`src/design/udsw_pkg.sv`:
```
`default_nettype none
// ----------------------------------------------------------------------------
// udsw_pkg
// Shared types, limits and display helpers for the hh:mm:ss stopwatch.
// ----------------------------------------------------------------------------
package udsw_pkg;

  typedef enum logic [3:0] {
    CMD_TICK     = 4'd0,
    CMD_RESET    = 4'd1,
    CMD_PAUSE    = 4'd2,
    CMD_RESUME   = 4'd3,
    CMD_TOGGLE   = 4'd4,
    CMD_HOUR_INC = 4'd5,
    CMD_HOUR_DEC = 4'd6,
    CMD_MIN_INC  = 4'd7,
    CMD_MIN_DEC  = 4'd8,
    CMD_SEC_INC  = 4'd9,
    CMD_SEC_DEC  = 4'd10
  } cmd_t;

  localparam int SecW  = 6;
  localparam int MinW  = 6;
  localparam int HourW = 5;

  localparam logic [SecW-1:0]  SecMax     = 6'd59;
  localparam logic [SecW-1:0]  SecWrap    = 6'd60;
  localparam logic [MinW-1:0]  MinMax     = 6'd59;
  localparam logic [MinW-1:0]  MinWrap    = 6'd60;
  localparam logic [HourW-1:0] HourMax    = 5'd24;
  localparam logic [HourW-1:0] HourWrap   = 5'd24;
  localparam int               DigitRadix = 10;

  typedef struct packed {
    logic [2:0] tens;
    logic [3:0] ones;
  } bcd_t;

  // Split a value below 64 into two decimal digits.
  function automatic bcd_t to_bcd(input logic [5:0] v);
    bcd_t       r;
    logic [2:0] t;
    if (v >= 6'd60) begin
      t = 3'd6;
    end else if (v >= 6'd50) begin
      t = 3'd5;
    end else if (v >= 6'd40) begin
      t = 3'd4;
    end else if (v >= 6'd30) begin
      t = 3'd3;
    end else if (v >= 6'd20) begin
      t = 3'd2;
    end else if (v >= 6'd10) begin
      t = 3'd1;
    end else begin
      t = 3'd0;
    end
    r.tens = t;
    r.ones = 4'(v - 6'(t * DigitRadix));
    return r;
  endfunction

endpackage
`default_nettype wire

```
`src/design/up_down_stopwatch_hms.sv`:
```
`default_nettype none
// ----------------------------------------------------------------------------
// up_down_stopwatch_hms
// Hours:minutes:seconds stopwatch with count-down mode and BCD display out.
//
//   channel | signals                                    | direction
//   --------+--------------------------------------------+----------
//   in      | in_valid, in_ready, command,               | into block
//           | mode_button_held                           |
//   out     | out_valid, out_ready, six BCD digits,      | out of block
//           | buzzer_on, red_led, yellow_led, is_paused,  |
//           | counting_down                              |
//
// One command per cycle; each accepted command updates the time and flag
// registers in the same cycle and its result shows on the next cycle.
// The result is the registered state, decoded to BCD on the way out.
// A stalled result blocks new commands only while out_ready is low.
// Synchronous reset clears the time, pause, mode and buzzer, lights red.
// ----------------------------------------------------------------------------
module up_down_stopwatch_hms import udsw_pkg::*; (
  input  wire logic       clk,
  input  wire logic       rst,
  input  wire logic       in_valid,
  output logic            in_ready,
  input  wire logic [3:0] command,
  input  wire logic       mode_button_held,
  output logic            out_valid,
  input  wire logic       out_ready,
  output logic [3:0]      sec_ones,
  output logic [2:0]      sec_tens,
  output logic [3:0]      min_ones,
  output logic [2:0]      min_tens,
  output logic [3:0]      hour_ones,
  output logic [1:0]      hour_tens,
  output logic            buzzer_on,
  output logic            red_led,
  output logic            yellow_led,
  output logic            is_paused,
  output logic            counting_down
);

  logic [SecW-1:0]  seconds, seconds_next, sec_plus;
  logic [MinW-1:0]  minutes, minutes_next, min_plus;
  logic [HourW-1:0] hours, hours_next, hour_plus;
  logic             paused, paused_next;
  logic             down_mode, down_mode_next;
  logic             buzzer, buzzer_next;
  logic             red, red_next;
  logic             yellow, yellow_next;
  logic             in_fire;
  bcd_t             sec_bcd, min_bcd, hour_bcd;

  assign in_ready = !out_valid || out_ready;
  assign in_fire  = in_valid && in_ready;

  assign sec_plus  = seconds + 1'b1;
  assign min_plus  = minutes + 1'b1;
  assign hour_plus = hours + 1'b1;

  always_comb begin
    seconds_next   = seconds;
    minutes_next   = minutes;
    hours_next     = hours;
    paused_next    = paused;
    down_mode_next = down_mode;
    buzzer_next    = buzzer;
    red_next       = red;
    yellow_next    = yellow;
    case (cmd_t'(command))
      CMD_TICK: begin
        if (!paused && down_mode) begin
          if (seconds != '0) begin
            seconds_next = seconds - 1'b1;
          end else if (minutes != '0) begin
            minutes_next = minutes - 1'b1;
            seconds_next = SecMax;
          end else if (hours != '0) begin
            hours_next   = hours - 1'b1;
            minutes_next = MinMax;
            seconds_next = SecMax;
          end else begin
            buzzer_next = 1'b1;
          end
        end else if (!paused) begin
          if (mode_button_held) begin
            red_next    = 1'b1;
            buzzer_next = 1'b0;
          end
          seconds_next = sec_plus;
          if (sec_plus >= SecWrap) begin
            seconds_next = '0;
            minutes_next = min_plus;
            if (min_plus >= MinWrap) begin
              minutes_next = '0;
              hours_next   = hour_plus;
              if (hour_plus >= HourWrap) begin
                hours_next = '0;
              end
            end
          end
        end
      end
      CMD_RESET: begin
        seconds_next = '0;
        minutes_next = '0;
        hours_next   = '0;
      end
      CMD_PAUSE: begin
        paused_next = 1'b1;
      end
      CMD_RESUME: begin
        paused_next = 1'b0;
        buzzer_next = 1'b0;
      end
      CMD_TOGGLE: begin
        if (paused) begin
          down_mode_next = !down_mode;
          red_next       = !red;
          yellow_next    = !yellow;
        end
      end
      CMD_HOUR_INC: begin
        if (paused && hours < HourMax) hours_next = hour_plus;
      end
      CMD_HOUR_DEC: begin
        if (paused && hours != '0) hours_next = hours - 1'b1;
      end
      CMD_MIN_INC: begin
        if (paused && minutes < MinMax) minutes_next = min_plus;
      end
      CMD_MIN_DEC: begin
        if (paused && minutes != '0) minutes_next = minutes - 1'b1;
      end
      CMD_SEC_INC: begin
        if (paused && seconds < SecMax) seconds_next = sec_plus;
      end
      CMD_SEC_DEC: begin
        if (paused && seconds != '0) seconds_next = seconds - 1'b1;
      end
      default: begin
      end
    endcase
  end

  always_ff @(posedge clk) begin
    if (rst) begin
      seconds   <= '0;
      minutes   <= '0;
      hours     <= '0;
      paused    <= 1'b0;
      down_mode <= 1'b0;
      buzzer    <= 1'b0;
      red       <= 1'b1;
      yellow    <= 1'b0;
      out_valid <= 1'b0;
    end else begin
      if (in_fire) begin
        seconds   <= seconds_next;
        minutes   <= minutes_next;
        hours     <= hours_next;
        paused    <= paused_next;
        down_mode <= down_mode_next;
        buzzer    <= buzzer_next;
        red       <= red_next;
        yellow    <= yellow_next;
        out_valid <= 1'b1;
      end else if (out_ready) begin
        out_valid <= 1'b0;
      end
    end
  end

  assign sec_bcd  = to_bcd(seconds);
  assign min_bcd  = to_bcd(minutes);
  assign hour_bcd = to_bcd({1'b0, hours});

  assign sec_ones      = sec_bcd.ones;
  assign sec_tens      = sec_bcd.tens;
  assign min_ones      = min_bcd.ones;
  assign min_tens      = min_bcd.tens;
  assign hour_ones     = hour_bcd.ones;
  assign hour_tens     = hour_bcd.tens[1:0];
  assign buzzer_on     = buzzer;
  assign red_led       = red;
  assign yellow_led    = yellow;
  assign is_paused     = paused;
  assign counting_down = down_mode;

  a_time_range: assert property (@(posedge clk) disable iff (rst)
    seconds <= SecMax && minutes <= MinMax && hours <= HourMax)
    else $error("time out of range");

  a_led_mode: assert property (@(posedge clk) disable iff (rst)
    red == !down_mode && yellow == down_mode)
    else $error("mode LEDs disagree with mode");

  a_paused_tick: assert property (@(posedge clk) disable iff (rst)
    in_fire && paused && command == CMD_TICK |=>
      $stable(seconds) && $stable(minutes) && $stable(hours) && $stable(buzzer))
    else $error("tick changed state while paused");

  a_stall_hold: assert property (@(posedge clk) disable iff (rst)
    out_valid && !out_ready |=>
      out_valid && $stable(seconds) && $stable(minutes) && $stable(hours))
    else $error("stalled transaction changed");

  a_adjust_running: assert property (@(posedge clk) disable iff (rst)
    in_fire && !paused && command >= CMD_TOGGLE && command <= CMD_SEC_DEC |=>
      $stable(seconds) && $stable(minutes) && $stable(hours) && $stable(down_mode))
    else $error("adjust acted while running");

endmodule
`default_nettype wire
```
`config.mk`:
```
export PLATFORM = sky130hd
export DESIGN_NAME = up_down_stopwatch_hms
export DESIGN_NICKNAME = d
export VERILOG_FILES = /design/src/design/udsw_pkg.sv /design/src/design/up_down_stopwatch_hms.sv
export SDC_FILE = /design/constraint.sdc
export NUM_CORES = 1
export LEC_CHECK = 0
export ABC_AREA = 1
export BUFFER_PORTS_ARGS = -buffer_cell sky130_fd_sc_hd__buf_2
export CAP_MARGIN = 10
export CORE_MARGIN = 4
export CORE_UTILIZATION = 64
export CTS_CLUSTER_SIZE = 24
export DETAILED_ROUTE_END_ITERATION = 16
export GPL_TIMING_DRIVEN = 0
export HOLD_SLACK_MARGIN = 0.15
export PLACE_DENSITY = 0.94
export SYNTH_ARGS = -nofsm -noshare
export SYNTH_HDL_FRONTEND = slang
export SYNTH_SLANG_ARGS = --single-unit
export TNS_END_PERCENT = 1
```
`constraint.sdc`:
```
create_clock -name clk -period 5.7 [get_ports clk]
set_input_delay 0.285 -clock clk [delete_from_list [all_inputs] [get_ports clk]]
set_output_delay 0.285 -clock clk [all_outputs]
set_load 0.01 [all_outputs]
```
==> results of run 1 <==
-- stage by stage --
step                      cells  hold WS, ns
after floorplan             499        0.362
after global placement      586        0.434
after detailed placement    586        0.438
after CTS                   590        0.213
after global routing        590        0.232
final                       590        0.223
-- layout make-up --
cell class | count | area, um^2 | share of cell area
Buffer | 18 | 116 | 0.0368
Clock buffer | 3 | 41.3 | 0.0130
Clock inverter | 1 | 5.00 | 0.00158
Inverter | 72 | 270 | 0.0854
Multi-Input combinational cell | 386 | 2030 | 0.642
Sequential cell | 23 | 460 | 0.146
Tap cell | 52 | 65.1 | 0.0206
Timing Repair Buffer | 35 | 175 | 0.0554
-- worst min path at each step --
stage                             to  startpoint  depth (start not counted)
after floorplan            buzzer_on         rst                          1
after global placement    yellow_led  yellow_led                          1
after detailed placement  yellow_led  yellow_led                          1
after CTS                  buzzer_on         rst                          2
after global routing       buzzer_on         rst                          2
final                      buzzer_on         rst                          2
-- synth_stat cells (2+ instances only) --
library cell / number / area, um^2
nand2_4: 3 / 33.8
nor2_2: 14 / 87.6
nand4_1: 4 / 25.0
fa_1: 3 / 60.1
nand2_1: 132 / 495
inv_1: 63 / 236
nand2_2: 8 / 50.1
buf_2: 4 / 20.0
nor2_8: 2 / 40.0
buf_4: 7 / 52.6
buf_6: 2 / 22.5
xnor2_1: 4 / 35.0
nand3_2: 3 / 30.0
xor2_1: 14 / 123
ha_1: 11 / 138
a21oi_1: 31 / 155
dfxtp_1: 23 / 460
clkbuf_1: 3 / 11.3
o211ai_1: 4 / 30.0
nor2_1: 56 / 210
clkbuf_2: 2 / 10.0
nor3_1: 7 / 35.0
o21ai_0: 32 / 160
nand3_1: 44 / 220
nor2_4: 2 / 22.5
inv_2: 9 / 33.8
a22oi_1: 2 / 15.0
o21ai_1: 4 / 20.0
-- cell families (layout without fill, tap and decap cells) --
| logic type | after synthesis | in the layout | share of synthesized area |
|---|---|---|---|
| AOI/OAI and AO/OA | 75 | 75 | 0.137 |
| xor gates and xnor gates | 18 | 18 | 0.0548 |
| adders and majority gates | 14 | 14 | 0.0687 |
| buffers and inverters | 90 | 129 | 0.134 |
| DFF | 23 | 23 | 0.160 |
| and+or+nand+nor | 279 | 279 | 0.445 |
-- critical path: cells and delay by family (launching register included) --
kind            cells  cell delay, ns
simple gates        2            0.23
compound gates      3            0.56
fa+ha+maj           2            0.57
buf+inv             3            0.34
xor+xnor            3            0.46
flops               1            0.35
-- power by group --
group / total, uW / internal, uW / switching [uW]
Combinational: 158 / 56.2 / 102
Clock: 108 / 49.0 / 59.1
Sequential: 173 / 166 / 6.16
-- state kept, by name, summed over array words and instances, names as in the netlist --
signal	cells
minutes	6
seconds	6
hours	5
buzzer_on	1
counting_down	1
is_paused	1
out_valid	1
red_led	1
yellow_led	1
-- per-layer routing --
| layer | track usage | up-vias |
|---|---|---|
| met5 | 0 | - |
| met2 | 0.442 | 116 |
| met1 | 0.364 | 1417 |
| li1 | - | 1652 |
| met3 | 0.0267 | 12 |
| met4 | 0.0810 | 0 |
==> summary.txt, run 1 <==
Finish
  • Post-layout util: 0.727
  • Most common cell after layout, fill and taps aside: nand2_1
  • Area Overhead vs Synth: 9.96%
  • Most frequent cells in the layout: nand2_1, inv_1, nor2_1
  • Diode count: 0
  • Fillcell total: 384
  • Share of cells above drive strength 1: 0.178
  • Fin area: 3160 um^2
  • # nets final: 562

Clocking
  • H-tree lvl count: 1
  • CTS Sinks: 23
  • Post-cts resize count: 0
  • CTS tree: done
  • Clock Latency Late Sink: 0.27 ns
  • Hold_buf cts: 0
  • Reg clk slew, reported paths: 0.09 ns
  • Bufs on Longest Clock Path: 2
  • Post-CTS Setup Inserts: 0
  • Clock Tree Root: clkbuf_8
  • Num CTS Buffers: 3

Drt
  • First-pass DRT Iterations: 5
  • ANT nets after route: 0
  • Average wire per standard cell: 12.3 um
  • Final wirelength: 7260 um
  • Via density: 5.42
  • Detailed Route Iter0 Violations: 268
  • Routed wl met3: 467 um
  • DR top layer: met4
  • Metal-1 WL: 3230 um
  • Routed vias: 3197
  • Met2 WL: 3430 um
  • DRC Markers: 0

Timing
  • Slew @ Worst Pin: 0.577 ns
  • Fmax: 327 MHz
  • Final slew viol count: 0
  • Share of the clock period used by the worst path: 0.536
  • Clk_skew: 0.00680 ns
  • Max-slew headroom: 0.615
  • RSZ-0062 raised after global routing: no
  • Final WS setup: 2.65 ns
  • Minimum clock period: 3.05 ns
  • TNS Setup: 0 ns
  • Finish-stage setup viols: 0
  • Final Hold Fails: 0

Die
  • Die X: 75.1 um
  • Die Y: 75.1 um
  • Initial Util: 0.661
  • Top Ports: 36
  • Core area: 4350 um^2
  • Die area: 5630 um^2
  • Row cnt: 24

Logic synthesis
  • Asr flop ratio synth: 0
  • Register area share after synthesis: 0.160
  • Mapped Cells: 499
  • Post-synth EDFFs: 0
  • Seq cells post-synth: 23
  • Cell Area, Synth: 2880 um^2
  • Syn_area_per_cell: 5.77 um^2
  • Ys Warns: 0
  • Main synth FF type: dfxtp_1
  • Synthesized Nets: 522
  • Count of cell types in the netlist: 34

Power
  • Total power: 439 uW
  • Leakage power total: 0.00167 uW
  • PwrDens: 139 nW/um^2
  • Max rail drop VDD: 0.104 mV

Critical path
  • Worst reg2reg path depth: 12
  • CP startpoint: seconds[2]
  • CP Capture Type: output pin
  • Crit start category: flop
  • Worst Path Required: 5.41 ns
  • Slowest stage delay, CP: 0.37 ns
  • CP Class: flop to output pin
  • Worst EP arrival: 2.77 ns
  • Critical path fanouts, max: 10
  • RR Endpoint: hours[0]
  • Crit path cell chain: buf_6 -> nor2_2 -> o21ai_0 -> o21ai_0 -> nand2_1 -> a21oi_1 -> ha_1 -> inv_1 -> fa_1 -> xnor2_1 -> xnor2_1 -> xnor2_1 -> buf_2
  • Most used cell, CP: xnor2_1
  • Slowest-stage cell, CP: fa_1
  • RR Startpoint: seconds[0]
  • Setup crit end: sec_ones[3]
  • R2R setup slack: 3.74 ns

Place
  • Dpl cell area: 3120 um^2
  • DP HPWL: 5770 um
  • GP Congestion: 0.953
  • Place WS: 2.92 ns
  • PortBufs: 35

Status
  • Status: finished, final reports clean

GRT
  • Number of global-route vias before repair: 2803
  • Maximum number of pins on one net before global-route repair: 14
  • Remaining global-route overflow: 0
  • Initial antenna violation count: 0
  • Global-route wire length before repair: 12200 um
  • GRT Overall Usage: 0.267

Run
  • Max-Cap Viols: 0

Hold path
  • Min-delay worst type: input pin to flop
(Power assumes the default switching activity.)
==> run 2, diff against run 1 <==
Settings changed: ABC_AREA 1 to 0, CORE_UTILIZATION 64 to 54, PLACE_DENSITY 0.94 to 0.85.
Clock period 5.7 ns to 2.5 ns, I/O delays scaled along.
==> run 2 against run 1 <==
The run now ends with negative setup slack left. Area after synthesis up 6.6%. Critical path depth down 2. Clock-buffer cell count up 1. Register-to-register slack worse by 3.7 ns. Global-route usage down 1.4 points. Clock skew down 0.0027 ns. Sequential power up 120%. Hold slack worse by 0.030 ns. Sequential cell count unchanged.
==> summary.txt, run 2 <==
GRT
  • Number of global-route vias before repair: 3325 (+19%)
  • Global-route wire length before repair: 15200 um (+25%)
  • GRT Overall Usage: 0.253 (-0.0138)
  • Initial antenna violation count: 0 (unchanged)
  • Remaining global-route overflow: 0 (unchanged)
  • Maximum number of pins on one net before global-route repair: 13 (-1)

Drt
  • Via density: 6.46 (+19%)
  • Detailed Route Iter0 Violations: 407 (+52%)
  • Average wire per standard cell: 16.2 um (+31%)
  • Final wirelength: 9120 um (+26%)
  • Routed vias: 3645 (+14%)
  • ANT nets after route: 0 (unchanged)
  • DRC Markers: 0 (unchanged)
  • First-pass DRT Iterations: 5 (unchanged)

Logic synthesis
  • XOR/XNOR Fraction of Synth Area: 0.0514 (-0.00338)
  • Adder-cell share of the synthesized area: 0.0645 (-0.00423)
  • Ranking of synthesized cells by area: dfxtp_1, a21oi_1, nor2_1, ha_1, o21ai_0
  • Main combinational cell family by area after synthesis: compound AO/OA/AOI/OAI gates
  • Count of cell types in the netlist: 71 (+110%)
  • Mapped Cells: 444 (-11%)
  • Syn_area_per_cell: 6.91 um^2 (+20%)
  • Complex-gate fraction of the synthesized area: 0.346 (+0.209)
  • Seq cells post-synth: 23 (unchanged)
  • Mux contribution to synthesized area: 0.00367 (+0.00367)
  • Post-synth EDFFs: 0 (unchanged)
  • Ys Warns: 0 (unchanged)
  • Synth Area in Simple Gates: 0.293 (-0.151)
  • Register area share after synthesis: 0.150 (-0.00986)
  • Cell taking the most area after synthesis: dfxtp_1
  • Main synth FF type: dfxtp_1
  • Yosys top cell area share: 0.150 (-0.0220)
  • Synthesized Nets: 467 (-11%)
  • Most common library cells after synthesis: a21oi_1, nor2_1, nand2_1, inv_1, o21ai_0
  • Most common cell in the synthesized netlist: a21oi_1
  • Cell Area, Synth: 3070 um^2 (+6.6%)
  • Asr flop ratio synth: 0 (unchanged)

Status
  • Status: complete, but fails checks
  • Violated checks: negative setup slack

Timing
  • Max-slew headroom: 0.538 (-0.0768)
  • Fmax: 390 MHz
  • Share of the clock period used by the worst path: 1.03
  • Final WS setup: -0.0653 ns (-2.71 ns)
  • Final slew viol count: 0 (unchanged)
  • Worst hold margin: 0.194 ns (-0.0295 ns)
  • Final Hold Fails: 0 (unchanged)
  • Slew @ Worst Pin: 0.693 ns (+0.115 ns)
  • Clk_skew: 0.00408 ns (-0.00272 ns)
  • Finish-stage setup viols: 1 (+1)
  • RSZ-0062 raised after global routing: yes
  • Minimum clock period: 2.57 ns
  • TNS Setup: -0.0653 ns (-0.0653 ns)

Die
  • Row cnt: 27 (+13%)
  • Die Y: 83.4 um (+11%)
  • Die area: 6950 um^2 (+23%)
  • Initial Util: 0.557 (-0.104)
  • Core area: 5510 um^2 (+26%)
  • Top Ports: 36 (unchanged)
  • Die X: 83.4 um (+11%)

Hold path
  • Worst Hold Endpoint: out_valid
  • HP Start: out_ready
  • Min-delay worst type: input pin to flop
  • WHS Path Cells: 3 (+1)

Finish
  • Seq. cell area: 480 um^2 (+4.3%)
  • Fillcell total: 468 (+22%)
  • Diode count: 0 (unchanged)
  • # nets final: 516 (-8.2%)
  • Most frequent cells in the layout: nor2_1, a21oi_1, buf_2
  • Regs by FF count: minutes (6), seconds (6), hours (5)
  • Fin area: 3670 um^2 (+16%)
  • Area Overhead vs Synth: 19.5%
  • Footprint of the multi-input gates: 2420 um^2 (+19%)
  • Share of cells above drive strength 1: 0.260 (+0.0817)

Critical path
  • CP Capture Type: output pin
  • Worst EP arrival: 2.44 ns (-0.33 ns)
  • RR Startpoint: minutes[0]
  • Crit start category: flop
  • Worst reg2reg path depth: 9 (-3)
  • RR Endpoint: hours[2]
  • Worst Path Required: 2.38 ns (-3.03 ns)
  • CP Class: flop to output pin
  • R2R setup slack: 0.02 ns (-3.72 ns)
  • Critical path fanouts, max: 10 (unchanged)

Power
  • Total power: 1010 uW (+130%)
  • Max rail drop VDD: 0.228 mV (+120%)
  • PwrDens: 276 nW/um^2 (+99%)
  • Leakage power total: 0.00141 uW (-16%)

Run
  • Max-Cap Viols: 0 (unchanged)

Clocking
  • Bufs on Longest Clock Path: 2 (unchanged)
  • Clock Tree Root: clkbuf_8
  • Clock Latency Late Sink: 0.27 ns (about the same)
  • Reg clk slew, reported paths: 0.09 ns (about the same)
  • Num CTS Buffers: 3 (unchanged)
  • CTS Sinks: 23 (unchanged)
  • CTS tree: done
  • H-tree lvl count: 1 (unchanged)

Place
  • PortBufs: 35 (unchanged)
  • DP HPWL: 6570 um (+14%)
  • Place WS: -0.317 ns (-3.24 ns)
  • Dpl cell area: 3340 um^2 (+7.0%)
  • GP Congestion: 0.987 (+3.6%)
run 2: cell types whose count changed in the layout (fill, tap and decap cells not counted), sizes merged, moves of 14 or more:
cell   delta
a21oi    +14
buf      +17
inv      -46
nand2   -114
nand3    -33
nor2     -29
run 2: logic make-up after synthesis:
family | after synthesis
AND/OR/NAND/NOR | 166
buffers and inverters | 64
flip-flops | 23
AO/OA/AOI/OAI | 158
XOR/XNOR | 18
adder cells (fa/ha/maj) | 14
multiplexers | 1
run 2: where the power goes:
group	leakage, uW	total, uW	switching, uW	internal [uW]
Clock	0.0000228	245	131	114
Combinational	0.00119	378	219	159
Sequential	0.000192	388	13.7	374
Total	0.00141	1010	364	647
run 2: what timing repair did:
action	in CTS	in global routing
hold endpoints to repair	2	0
hold buffers	2	0
gates resized for setup	51	27
setup buffers	8	1
setup endpoints to repair	17	17
pin swaps	6	10
run 2: worst max-delay path, stage by stage (launching register included):
cell and delay [ns]:
dfxtp_2 0.38, buf_6 0.16, clkbuf_16 0.17, o2111ai_2 0.16, o31ai_4 0.10, ha_2 0.21, inv_2 0.04, fa_2 0.34
xnor2_2 0.15, xnor2_1 0.17, xnor2_1 0.14, buf_2 0.15
run 2: area by class of cell:
class / count / share of cell area
clock buffer: 4 / 0.0123
multi-input combinational: 357 / 0.660
buffer: 35 / 0.0703
tap: 72 / 0.0246
timing repair buffer: 46 / 0.0734
inverter: 27 / 0.0287
sequential: 23 / 0.131
run 2: how the worst max path moves through the flow:
stage | cells past startpoint | startpoint | to
final | 11 | seconds[3] | sec_ones[3]
after global routing | 11 | seconds[2] | sec_ones[3]
after CTS | 11 | seconds[2] | sec_ones[3]
after detailed placement | 11 | seconds[3] | sec_ones[3]
after global placement | 9 | minutes[0] | hours[2]
after floorplan | 10 | minutes[2] | min_ones[3]
run 2: stage by stage:
| stage | util | cells |
|---|---|---|
| global placement | 0.606 | 551 |
| global route | 0.666 | 564 |
| finish | 0.666 | 564 |
| detailed placement | 0.606 | 551 |
| floorplan | - | 444 |
| CTS | 0.652 | 563 |
run 2: routing by layer:
| layer | share of wire | wire, um | vias up | track usage |
|---|---|---|---|---|
| li1 | - | - | 1731 | - |
| met1 | 0.42 | 3880 | 1654 | 0.340 |
| met2 | 0.46 | 4170 | 231 | 0.402 |
| met3 | 0.093 | 848 | 29 | 0.0486 |
| met4 | 0.025 | 225 | 0 | 0.0892 |
| met5 | 0 | 0 | - | 0 |
